### src/sv/eac_pkg.sv
`timescale 1ns / 1ps
// Package for the environment alarm controller: alarm level codes, request and
// result payload types, configuration register indexes and fixed widths. No dependencies.
package eac_pkg;

	typedef enum logic [1:0] {
		LVL_SAFE = 2'd0,
		LVL_WARN = 2'd1,
		LVL_CRIT = 2'd2
	} level_t;

	localparam logic MODE_EVAL = 1'b0;
	localparam logic MODE_LED  = 1'b1;

	localparam int CFG_IDX_W  = 3;
	localparam int CFG_DATA_W = 16;

	localparam logic [CFG_IDX_W-1:0] REG_TEMP_SAFE_MAX    = 3'd0;
	localparam logic [CFG_IDX_W-1:0] REG_TEMP_WARN_MAX    = 3'd1;
	localparam logic [CFG_IDX_W-1:0] REG_HUM_SAFE_MIN     = 3'd2;
	localparam logic [CFG_IDX_W-1:0] REG_HUM_SAFE_MAX     = 3'd3;
	localparam logic [CFG_IDX_W-1:0] REG_LIGHT_CRIT_BELOW = 3'd4;
	localparam logic [CFG_IDX_W-1:0] REG_LIGHT_WARN_MAX   = 3'd5;
	localparam logic [CFG_IDX_W-1:0] REG_SMOKE_WARN_MIN   = 3'd6;
	localparam logic [CFG_IDX_W-1:0] REG_SMOKE_CRIT_ABOVE = 3'd7;

	localparam logic [6:0] DUTY_FULL = 7'd100;
	localparam logic [6:0] DUTY_OFF  = 7'd0;

	localparam logic [1:0] FAN_STOP   = 2'd0;
	localparam logic [1:0] FAN_MEDIUM = 2'd1;
	localparam logic [1:0] FAN_HIGH   = 2'd2;

	typedef struct packed {
		logic        mode;
		logic [7:0]  temperature;
		logic [7:0]  humidity;
		logic [11:0] light_level;
		logic [15:0] smoke_ppm;
	} req_t;

	typedef struct packed {
		logic [1:0] alarm_level;
		logic       buzzer_on;
		logic [6:0] red_duty;
		logic [6:0] green_duty;
		logic [1:0] fan_level;
	} rsp_t;

endpackage

### src/sv/eac_if.sv
`timescale 1ns / 1ps
// Valid/ready channel interfaces for the environment alarm controller.
// Depends on eac_pkg for the request and result payload types.
interface eac_req_if;
	logic          valid;
	logic          ready;
	eac_pkg::req_t payload;
	modport source (output valid, payload, input ready);
	modport sink (input valid, payload, output ready);
endinterface

interface eac_rsp_if;
	logic          valid;
	logic          ready;
	eac_pkg::rsp_t payload;
	modport source (output valid, payload, input ready);
	modport sink (input valid, payload, output ready);
endinterface

### src/sv/environment_alarm_controller.sv
`timescale 1ns / 1ps
// Top level of the environment alarm controller: threshold registers, alarm state,
// buzzer and LED breathing logic. Depends on eac_pkg and the channels in eac_if.sv.

// The controller takes one request per clock and returns exactly one result per
// request, in order. An evaluate request (mode 0) sorts temperature, humidity, light
// and smoke into safe, warning or critical, latches the temperature flags that set
// the fan level and steps the buzzer; an LED tick (mode 1) steps the red and green
// breathing duties from the current level. Each result reports the state left
// behind by its request. A request is captured in an input register and resolved
// against the alarm state into the result register, the alarm, buzzer and brightness
// state being updated in the same cycle, so a new request is taken while the last one
// resolves; the rate of one request per clock holds while the result side is ready.
// While a finished result waits to be taken, the input register still takes one more
// request, then holds it and stalls the request side until the result leaves. Write
// the threshold registers only while no request is in flight.
module environment_alarm_controller #(
	parameter int BEEP_TOGGLE_TICKS = 10,
	parameter int LED_MIN           = 10,
	parameter int LED_MAX           = 100,
	parameter int STEP_WARN         = 5,
	parameter int STEP_CRIT         = 10
) (
	input  logic                            clk,
	input  logic                            arst_n,
	input  logic                            cfg_we,
	input  logic [eac_pkg::CFG_IDX_W-1:0]   cfg_idx,
	input  logic [eac_pkg::CFG_DATA_W-1:0]  cfg_wdata,
	eac_req_if.sink                         req,
	eac_rsp_if.source                       rsp
);

	// Threshold registers
	logic [7:0]  temp_safe_max_q, temp_warn_max_q, hum_safe_min_q, hum_safe_max_q;
	logic [11:0] light_crit_below_q, light_warn_max_q;
	logic [15:0] smoke_warn_min_q, smoke_crit_above_q;

	// Alarm and LED state
	eac_pkg::level_t level_q, level_d;
	logic            buzz_q, buzz_d;
	logic [3:0]      buzz_count_q, buzz_count_d;
	logic [6:0]      brightness_q, brightness_d;
	logic            rising_q, rising_d;
	logic            temp_warn_q, temp_warn_d;
	logic            temp_crit_q, temp_crit_d;
	logic [6:0]      red_q, red_d;
	logic [6:0]      green_q, green_d;

	// Input stage and result register
	logic          valid_s1;
	eac_pkg::req_t req_s1;
	logic          rsp_valid_q;
	eac_pkg::rsp_t rsp_q;
	logic          advance;

	// Combinational helpers
	logic       lvl_crit, lvl_warn;
	logic [3:0] cnt_inc;
	logic [7:0] step;
	logic [7:0] up_sum, down_floor;

	// Resolve the input stage whenever the result register is free or being emptied.
	assign advance   = valid_s1 && (!rsp_valid_q || rsp.ready);
	assign req.ready = !valid_s1 || advance;

	assign rsp.valid   = rsp_valid_q;
	assign rsp.payload = rsp_q;

	// Configuration writes; all indexes of the 3-bit field are defined registers.
	always_ff @(posedge clk or negedge arst_n) begin
		if (!arst_n) begin
			temp_safe_max_q    <= 8'd27;
			temp_warn_max_q    <= 8'd35;
			hum_safe_min_q     <= 8'd30;
			hum_safe_max_q     <= 8'd70;
			light_crit_below_q <= 12'd2000;
			light_warn_max_q   <= 12'd3000;
			smoke_warn_min_q   <= 16'd300;
			smoke_crit_above_q <= 16'd600;
		end else if (cfg_we) begin
			case (cfg_idx)
				eac_pkg::REG_TEMP_SAFE_MAX:    temp_safe_max_q    <= cfg_wdata[7:0];
				eac_pkg::REG_TEMP_WARN_MAX:    temp_warn_max_q    <= cfg_wdata[7:0];
				eac_pkg::REG_HUM_SAFE_MIN:     hum_safe_min_q     <= cfg_wdata[7:0];
				eac_pkg::REG_HUM_SAFE_MAX:     hum_safe_max_q     <= cfg_wdata[7:0];
				eac_pkg::REG_LIGHT_CRIT_BELOW: light_crit_below_q <= cfg_wdata[11:0];
				eac_pkg::REG_LIGHT_WARN_MAX:   light_warn_max_q   <= cfg_wdata[11:0];
				eac_pkg::REG_SMOKE_WARN_MIN:   smoke_warn_min_q   <= cfg_wdata;
				eac_pkg::REG_SMOKE_CRIT_ABOVE: smoke_crit_above_q <= cfg_wdata;
				default: ;
			endcase
		end
	end

	// Input register: hold while the result side stalls, load on every accepted request.
	always_ff @(posedge clk or negedge arst_n) begin
		if (!arst_n) begin
			valid_s1 <= 1'b0;
		end else if (req.ready) begin
			valid_s1 <= req.valid;
		end
	end

	always_ff @(posedge clk) begin
		if (req.valid && req.ready) begin
			req_s1 <= req.payload;
		end
	end

	// Next state for the request held in the input stage.
	always_comb begin
		level_d      = level_q;
		buzz_d       = buzz_q;
		buzz_count_d = buzz_count_q;
		brightness_d = brightness_q;
		rising_d     = rising_q;
		temp_warn_d  = temp_warn_q;
		temp_crit_d  = temp_crit_q;
		red_d        = red_q;
		green_d      = green_q;

		// Classification: critical wins over warning, both applied literally.
		lvl_crit = (req_s1.temperature > temp_warn_max_q)
			|| (req_s1.humidity > hum_safe_max_q)
			|| (req_s1.light_level < light_crit_below_q)
			|| (req_s1.smoke_ppm > smoke_crit_above_q);
		lvl_warn = ((req_s1.temperature > temp_safe_max_q)
				&& (req_s1.temperature <= temp_warn_max_q))
			|| (req_s1.humidity < hum_safe_min_q)
			|| ((req_s1.light_level >= light_crit_below_q)
				&& (req_s1.light_level <= light_warn_max_q))
			|| ((req_s1.smoke_ppm >= smoke_warn_min_q)
				&& (req_s1.smoke_ppm <= smoke_crit_above_q));

		cnt_inc = buzz_count_q + 4'd1;

		// Breathing step for the current level; safe and unused codes do not step.
		step = (level_q == eac_pkg::LVL_CRIT) ? 8'(STEP_CRIT) : 8'(STEP_WARN);
		up_sum     = {1'b0, brightness_q} + step;
		down_floor = 8'(LED_MIN) + step;

		if (req_s1.mode == eac_pkg::MODE_EVAL) begin
			temp_crit_d = req_s1.temperature > temp_warn_max_q;
			temp_warn_d = !temp_crit_d && (req_s1.temperature > temp_safe_max_q);

			if (lvl_crit) begin
				level_d      = eac_pkg::LVL_CRIT;
				buzz_d       = 1'b1;
				buzz_count_d = 4'd0;
			end else if (lvl_warn) begin
				level_d = eac_pkg::LVL_WARN;
				// Start the beep from silence, then toggle every BEEP_TOGGLE_TICKS evaluations.
				if (!buzz_q && buzz_count_q == 4'd0) begin
					buzz_d = 1'b1;
				end
				if (cnt_inc >= 4'(BEEP_TOGGLE_TICKS)) begin
					buzz_count_d = 4'd0;
					buzz_d       = !buzz_d;
				end else begin
					buzz_count_d = cnt_inc;
				end
			end else begin
				level_d      = eac_pkg::LVL_SAFE;
				buzz_d       = 1'b0;
				buzz_count_d = 4'd0;
			end
		end else begin
			case (level_q)
				eac_pkg::LVL_SAFE: begin
					red_d        = eac_pkg::DUTY_OFF;
					green_d      = eac_pkg::DUTY_FULL;
					brightness_d = 7'(LED_MIN);
					rising_d     = 1'b1;
				end
				eac_pkg::LVL_WARN, eac_pkg::LVL_CRIT: begin
					// Bounce between the limits, clamping at each turn.
					if (rising_q) begin
						if (up_sum >= 8'(LED_MAX)) begin
							brightness_d = 7'(LED_MAX);
							rising_d     = 1'b0;
						end else begin
							brightness_d = up_sum[6:0];
						end
					end else begin
						if ({1'b0, brightness_q} <= down_floor) begin
							brightness_d = 7'(LED_MIN);
							rising_d     = 1'b1;
						end else begin
							brightness_d = brightness_q - step[6:0];
						end
					end
					red_d   = brightness_d;
					green_d = (level_q == eac_pkg::LVL_WARN) ? brightness_d : eac_pkg::DUTY_OFF;
				end
				default: begin
					red_d   = eac_pkg::DUTY_OFF;
					green_d = eac_pkg::DUTY_OFF;
				end
			endcase
		end
	end

	// Commit the state when the request leaves the input stage.
	always_ff @(posedge clk or negedge arst_n) begin
		if (!arst_n) begin
			level_q      <= eac_pkg::LVL_SAFE;
			buzz_q       <= 1'b0;
			buzz_count_q <= 4'd0;
			brightness_q <= 7'(LED_MIN);
			rising_q     <= 1'b1;
			temp_warn_q  <= 1'b0;
			temp_crit_q  <= 1'b0;
			red_q        <= eac_pkg::DUTY_OFF;
			green_q      <= eac_pkg::DUTY_FULL;
		end else if (advance) begin
			level_q      <= level_d;
			buzz_q       <= buzz_d;
			buzz_count_q <= buzz_count_d;
			brightness_q <= brightness_d;
			rising_q     <= rising_d;
			temp_warn_q  <= temp_warn_d;
			temp_crit_q  <= temp_crit_d;
			red_q        <= red_d;
			green_q      <= green_d;
		end
	end

	// Result register: snapshot the state left by the request.
	always_ff @(posedge clk or negedge arst_n) begin
		if (!arst_n) begin
			rsp_valid_q <= 1'b0;
		end else if (advance) begin
			rsp_valid_q <= 1'b1;
		end else if (rsp.ready) begin
			rsp_valid_q <= 1'b0;
		end
	end

	always_ff @(posedge clk) begin
		if (advance) begin
			rsp_q.alarm_level <= level_d;
			rsp_q.buzzer_on   <= buzz_d;
			rsp_q.red_duty    <= red_d;
			rsp_q.green_duty  <= green_d;
			rsp_q.fan_level   <= temp_crit_d ? eac_pkg::FAN_HIGH
				: (temp_warn_d ? eac_pkg::FAN_MEDIUM : eac_pkg::FAN_STOP);
		end
	end

	// The beep counter wraps before reaching the toggle count.
	a_buzz_count_range: assert property (@(posedge clk) disable iff (!arst_n)
		buzz_count_q < 4'(BEEP_TOGGLE_TICKS))
		else $error("buzzer counter reached toggle count");

	// A critical result always sounds the buzzer; a safe one never does.
	a_buzz_crit: assert property (@(posedge clk) disable iff (!arst_n)
		rsp_valid_q && rsp_q.alarm_level == eac_pkg::LVL_CRIT |-> rsp_q.buzzer_on)
		else $error("critical result without buzzer");

	a_buzz_safe: assert property (@(posedge clk) disable iff (!arst_n)
		rsp_valid_q && rsp_q.alarm_level == eac_pkg::LVL_SAFE |-> !rsp_q.buzzer_on)
		else $error("safe result with buzzer on");

	// High fan comes only from an over-temperature evaluation, which is critical.
	a_fan_high_crit: assert property (@(posedge clk) disable iff (!arst_n)
		rsp_valid_q && rsp_q.fan_level == eac_pkg::FAN_HIGH
		|-> rsp_q.alarm_level == eac_pkg::LVL_CRIT)
		else $error("high fan without critical level");

	// A request stalled in the input stage stays there.
	a_s1_hold: assert property (@(posedge clk) disable iff (!arst_n)
		valid_s1 && !advance |=> valid_s1)
		else $error("stalled request dropped from input stage");

endmodule

### src/flat_wrapper.sv
// flat-port wrapper written by rule: the top's interface ports become plain ports
module environment_alarm_controller_flat 
#(
	parameter int BEEP_TOGGLE_TICKS = 10,
	parameter int LED_MIN           = 10,
	parameter int LED_MAX           = 100,
	parameter int STEP_WARN         = 5,
	parameter int STEP_CRIT         = 10
)
  (clk, arst_n, cfg_we, cfg_idx, cfg_wdata, req_valid, req_payload, req_ready, rsp_valid, rsp_payload, rsp_ready);
  eac_req_if req_i ();
  eac_rsp_if rsp_i ();
  input  logic clk;
  input  logic arst_n;
  input  logic cfg_we;
  input  logic [eac_pkg::CFG_IDX_W-1:0] cfg_idx;
  input  logic [eac_pkg::CFG_DATA_W-1:0] cfg_wdata;
  input wire logic [$bits(req_i.valid)-1:0] req_valid;
  input wire logic [$bits(req_i.payload)-1:0] req_payload;
  output wire logic [$bits(req_i.ready)-1:0] req_ready;
  output wire logic [$bits(rsp_i.valid)-1:0] rsp_valid;
  output wire logic [$bits(rsp_i.payload)-1:0] rsp_payload;
  input wire logic [$bits(rsp_i.ready)-1:0] rsp_ready;
  assign req_i.valid = req_valid;
  assign req_i.payload = req_payload;
  assign req_ready = req_i.ready;
  assign rsp_valid = rsp_i.valid;
  assign rsp_payload = rsp_i.payload;
  assign rsp_i.ready = rsp_ready;
  environment_alarm_controller #(.BEEP_TOGGLE_TICKS(BEEP_TOGGLE_TICKS), .LED_MIN(LED_MIN), .LED_MAX(LED_MAX), .STEP_WARN(STEP_WARN), .STEP_CRIT(STEP_CRIT)) u_core (.clk(clk), .arst_n(arst_n), .cfg_we(cfg_we), .cfg_idx(cfg_idx), .cfg_wdata(cfg_wdata), .req(req_i), .rsp(rsp_i));
endmodule
### config.mk
export PLATFORM = sky130hd
export DESIGN_NAME = environment_alarm_controller_flat
export DESIGN_NICKNAME = d
export VERILOG_FILES = /design/src/sv/eac_pkg.sv /design/src/sv/eac_if.sv /design/src/sv/environment_alarm_controller.sv /design/src/flat_wrapper.sv
export SDC_FILE = /design/constraint.sdc
export NUM_CORES = 1
export LEC_CHECK = 0
export ABC_CLOCK_PERIOD_IN_PS = 3400
export BUFFER_PORTS_ARGS = -buffer_cell sky130_fd_sc_hd__buf_2
export CAP_MARGIN = 20
export CORE_ASPECT_RATIO = 2
export CORE_MARGIN = 1.5
export CORE_UTILIZATION = 54
export DETAILED_ROUTE_END_ITERATION = 10
export GPL_ROUTABILITY_DRIVEN = 1
export MAX_ROUTING_LAYER = met4
export PLACE_DENSITY = 0.73
export SETUP_SLACK_MARGIN = 0.1
export SYNTH_ARGS = -nofsm -noshare
export SYNTH_HDL_FRONTEND = slang
export SYNTH_SLANG_ARGS = --single-unit
export TNS_END_PERCENT = 50
### constraint.sdc
create_clock -name clk -period 3.4 [get_ports clk]
set_input_delay 0 -clock clk [delete_from_list [all_inputs] [get_ports clk]]
set_output_delay 0 -clock clk [all_outputs]
set_load 0.02 [all_outputs]
# After elaboration in Yosys (flattened, before gate mapping)
# Cells that the tools add are included.
# op_classes
shift	0
bitwise	1
multipliers	0
n_reduce_logical	36
div_mod_pow	0
eq_ne	9
n_lt_le_gt_ge	14
n_addsub	4
mux	33
# op_table
cell	n
7-bit 2-to-1 mux	7
7-bit case mux with 2 select lines	2
8-bit > comparator	3
2-bit AND reduction	9
1-bit 2-to-1 mux	17
16-bit greater-or-equal comparator	1
16-bit > comparator	1
16-bit less-or-equal comparator	1
4-bit 2-to-1 mux	4
3-bit == test (second input constant)	4
12-bit greater-or-equal comparator	1
12-bit less-or-equal comparator	1
12-bit less-than comparator	1
4-bit by 8-bit adder with 8-bit output (first input constant)	1
7-bit by 8-bit adder with 8-bit output	1
8-bit by 7-bit greater-or-equal comparator with 1-bit output (second input constant)	1
7-bit by 8-bit less-or-equal comparator with 1-bit output	1
8-bit less-or-equal comparator	1
1-bit logical OR	8
8-bit less-than comparator	1
1-bit logical AND	7
7-bit subtractor	1
3-bit by 2-bit == test with 1-bit output (second input constant)	2
1-bit logical NOT	5
14 further kinds	16
# totals
mem_count	0
latch_bits	0
word_cells	126
ff_bits	185
mem_bits_ro	0
input_bits	69
ram_bits	0
output_inout_bits	21

# Logic depth before layout (Yosys ltp)
# depth
word_depth	13
depth_mapped	14

# Worst setup path after synthesis
# No wires, ideal clock.
# synth_path
kind	register to register
from	reg u_core.level_q[0]
to	reg u_core.rsp_q (netlist bit u_core.rsp.payload[8]) (data pin)
setup_slack_ps	1
synth_period_minus_slack_ps	3399
setup_time_ps	260
stages_incl_launch_ff	15
arrival_ps	3139
cell_sequence	dfrtp_1 inv_1 ha_1 inv_1 ha_1 inv_1 fa_1 nor2b_1 o21ai_1 nor4b_1 mux2_1 o221a_2 a21oi_1 nor2_1 mux2_2
# synth_via
elab_chain_len	9
# synth_rtl
element	line	source
from (decl)	environment_alarm_controller.sv:39	eac_pkg::level_t level_q, level_d;
from (signal assigned)	environment_alarm_controller.sv:206	level_q <= eac_pkg::LVL_SAFE;
from (signal assigned)	environment_alarm_controller.sv:216	level_q <= level_d;
2-bit == test	environment_alarm_controller.sv:138, environment_alarm_controller.sv:168	
4-bit 2-to-1 mux	environment_alarm_controller.sv:138	step = (level_q == eac_pkg::LVL_CRIT) ? 8'(STEP_CRIT) : 8'(STEP_WARN);
4-bit by 8-bit adder with 8-bit output or 7-bit by 8-bit adder with 8-bit output (tied branches)	environment_alarm_controller.sv:140, environment_alarm_controller.sv:139	
7-bit by 8-bit less-or-equal comparator with 1-bit output or 8-bit by 7-bit greater-or-equal comparator with 1-bit output (tied branches)	environment_alarm_controller.sv:185, environment_alarm_controller.sv:178	
7-bit 2-to-1 mux (on tied branches)	environment_alarm_controller.sv:185, environment_alarm_controller.sv:178	
7-bit 2-to-1 mux	environment_alarm_controller.sv:177	if (rising_q) begin
7-bit 2-to-1 mux	environment_alarm_controller.sv:193	green_d = (level_q == eac_pkg::LVL_WARN) ? brightness_d : eac_pkg::DUTY_OFF;
7-bit case mux with 2 select lines (*)	environment_alarm_controller.sv:168	case (level_q)
7-bit 2-to-1 mux (*)	environment_alarm_controller.sv:142	if (req_s1.mode == eac_pkg::MODE_EVAL) begin
via u_core.green_d[6]	environment_alarm_controller.sv:47	logic [6:0] green_q, green_d;
to (decl)	environment_alarm_controller.sv:53	eac_pkg::rsp_t rsp_q;
# The timed path passes the listed nets; every way through them passes the cells marked *.
# A chain may end at the register's enable or synchronous reset.

# Worst setup path after layout
# Same ends and word-level chain as after synthesis.

==> flow_summary_export.csv <==
group,metric,value,unit
outcome,status,"complete, no violations",
place,placed_cells,1172,
logic_synthesis,syn-cell-area,9750,um2
logic_synthesis,yosysMostFrequentCell,"inv_1",
sta,finClkSkew,0.0102,ns
grt,grt_pass1_vias,7728,
logic_synthesis,ys_dominant_reg_cell,"dfrtp_1",
clock_network,clk_latency,0.43,ns
setup_path,path_class,"reg -> reg",
routing,firstDrtPassIters,4,
grt,use_met1,24.4,%
grt,gr-usage-met2,51.7,%
clock_network,cts_buffers,17,
finish,area_delta_synth_final,22.6,%
logic_synthesis,async_reset_ff_share,65.4,%
sta,max_slew_margin,34.2,%
logic_synthesis,synth_edf_count,64,
grt,grt_max_degree,71,
logic_synthesis,yosys-top-cells-area,"dfrtp_1 21%, edfxtp_1 20%, ha_1 13%, dfstp_2 11%, mux2_2 7.7%",
logic_synthesis,synth_nets,1044,
place,io_buffers,89,
floorplanning,rows,69,
logic_synthesis,synth_commonest_cells,"110 x inv_1, 103 x ha_1, 80 x dfrtp_1",
sta,tns,0,ns
clock_network,root_buffer,"clkbuf_16",
setup_path,worst_path_max_delay_cell,"fa_1",
routing,drc,0,
finish,final_cells,1275,
finish,diodes,0,
clock_network,clk_pin_slew_worst_paths,0.07,ns
routing,avgViaCountPerCell,5.63,
floorplanning,core_area,17700,um2
floorplanning,die_w,98.0,um
logic_synthesis,synth_cells,869,
logic_synthesis,yosys_warnings,0,
sta,setup_viol,0,
job,maxCapViolations,0,
sta,rsz0062_at_grt,"true",
setup_path,crit_chain,"inv_1 -> ha_1 -> inv_2 -> ha_1 -> inv_1 -> fa_1 -> nor2b_1 -> o21ai_1 -> nor4b_4 -> mux2_4 -> o221a_4 -> a21oi_2 -> nor2_1 -> mux2_2",
power,ir_drop,0.470,mV
routing,routed_wl,23200,um
clock_network,cts_tree,"built",
setup_path,cp.required,3.58,ns
setup_path,path_max_fanout,6,
logic_synthesis,synth_cell_types,65,
clock_network,clockBufferDepth,2,
logic_synthesis,ys_seq_elements,185,
sta,fin_crit,3.26,ns
floorplanning,die_h,193,um
floorplanning,die_area,18900,um2
grt,grtUsageMet3,3.35,%
routing,route.vias.total,7175,
routing,drt_iter0_drc,297,
grt,track_usage,26.7,%
power,power_leakage,5.34,nW
setup_path,cp.arrival,3.44,ns
power,power,7.79,mW
sta,worst_slew_pin_slew,0.983,ns
power,power.density,651,nW/um2
place,place.gp.congestion,0.911,
logic_synthesis,ys_seq_area_share,51.3,%
floorplanning,io_pins,90,
sta,fin_crit_sh,95.9,%
grt,grt_pass1_wl,37400,um
sta,report.final.slew_viol_count,0,
setup_path,slowest_delay,0.39,ns
logic_synthesis,syn_avg_cell_area,11.2,um2
grt,globalRoute.busiestLayer,"met2",
logic_synthesis,yosysTopAreaCell,"dfrtp_1",
sta,max_freq,307,MHz
finish,n_fill_cell,1314,
routing,wl_per_cell,18.2,um
finish,finalCoreUtilization,67.6,%
setup_path,crit_path_end_kind,"register",
floorplanning,start_util,55.1,%
sta,hold_viol_final,0,
logic_synthesis,synth_top_cell_area_share,20.5,%
routing,detail-route-antenna-nets,0,
clock_network,htree_levels,4,
grt,overflow,0,
finish,drive_gt1_share,27.1,%
place,hpwl,16800,um
min_path,hold_class,"in -> reg",
grt,antenna_found_initial,0,
clock_network,cts_sinks,185,
setup_path,critPathLaunchType,"register",
finish,fin_nets,1224,
[area by class of cell]
cell class / count / area [um2] / area share (%)
inverters: 111 / 417 / 3.48
multi-input cells: 547 / 4340 / 36.3
repair buffers: 187 / 1370 / 11.4
well taps: 213 / 267 / 2.23
clock buffers: 17 / 425 / 3.56
clock inverters: 15 / 141 / 1.18
flip-flops and latches: 185 / 5000 / 41.8
[worst max-delay path, delay by kind of cell (launching register included)]
| kind | cells | cell delay (ns) |
|---|---|---|
| compound gates | 3 | 0.61 |
| flops | 1 | 0.35 |
| fa+ha+maj | 3 | 0.76 |
| simple gates | 3 | 0.44 |
| buf+inv | 3 | 0.26 |
| mux | 2 | 0.60 |
[metal layers]
metal	wire [um]	part of all wire, %	vias to the layer above
met5	0	0	-
met4	1400	6.0	0
met3	510	2.2	79
met2	13200	57	166
met1	8110	35	3469
li1	-	-	3461
[flip-flops by register name, indices dropped and copies added, names as in the netlist, 12 cells and up]
signal / count
u_core.req_s1: 45
u_core.rsp.payload: 19
u_core.smoke_crit_above_q: 16
u_core.smoke_warn_min_q: 16
u_core.light_crit_below_q: 12
u_core.light_warn_max_q: 12
[worst paths after layout]
path / startpoint / slack [ns] / cells past startpoint / end
setup / recovery: u_core.level_q[0] / 0.14 / 14 / u_core.rsp.payload[8]
setup reg to reg: u_core.level_q[0] / 0.14 / 14 / u_core.rsp.payload[8]
min in group asynchronous: arst_n / 0.16 / 2 / u_core.light_warn_max_q[10]
max in group asynchronous: arst_n / 2.35 / 3 / u_core.hum_safe_min_q[3]
hold reg to reg: u_core.green_q[6] / 0.48 / 2 / u_core.green_q[6]
hold / removal: cfg_idx[1] / 0.14 / 5 / u_core.temp_warn_max_q[1]
[report_power, final]
part	switching (mW)	internal, mW
Clock	0.892	1.02
Combinational	1.49	1.30
Sequential	0.252	2.83
Total	2.63	5.16
[layout by cell type, fill, tap and decap left out, types with 46 or more instances in the layout]
cell and instances:
a21oi_1 46, buf_2 88, dfrtp_1 80, dlygate4sd3_1 65, edfxtp_1 64, ha_1 101, inv_1 109, mux2_2 67
nand2_1 73, o21ai_0 46
[per-stage QoR]
stage	hold WS [ns]	setup WS (ns)	instance area (um2)
after global placement	0.0868	0.147	10600
after CTS	0.120	0.123	11800
after global routing	0.166	0.0528	12000
after detailed placement	0.103	0.0889	10600
after floorplan	-0.296	0.155	9760
final	0.139	0.140	12000
[timing repair]
action | 4_1_cts | 5_1_grt
pin swaps | 0 | 2
endpoints found under the hold margin | 138 | 0
endpoints found under the setup margin | 1 | 25
cloned | 0 | 0
gates resized for setup | 1 | 17
setup buffers | 3 | 2
hold buffers | 65 | 0
[kinds of logic (layout without fill, tap and decap cells)]
family,count (synthesis),after routing,share of synthesized area [%]
AND/OR/NAND/NOR,181,181,9.18
adder cells (fa/ha/maj),106,106,13.8
AO/OA/AOI/OAI,185,185,11.8
buffers and inverters,137,330,5.40
XOR/XNOR,5,5,0.449
multiplexers,70,70,8.06
flip-flops,185,185,51.3
No activity file was read; power rests on OpenSTA's default activity.
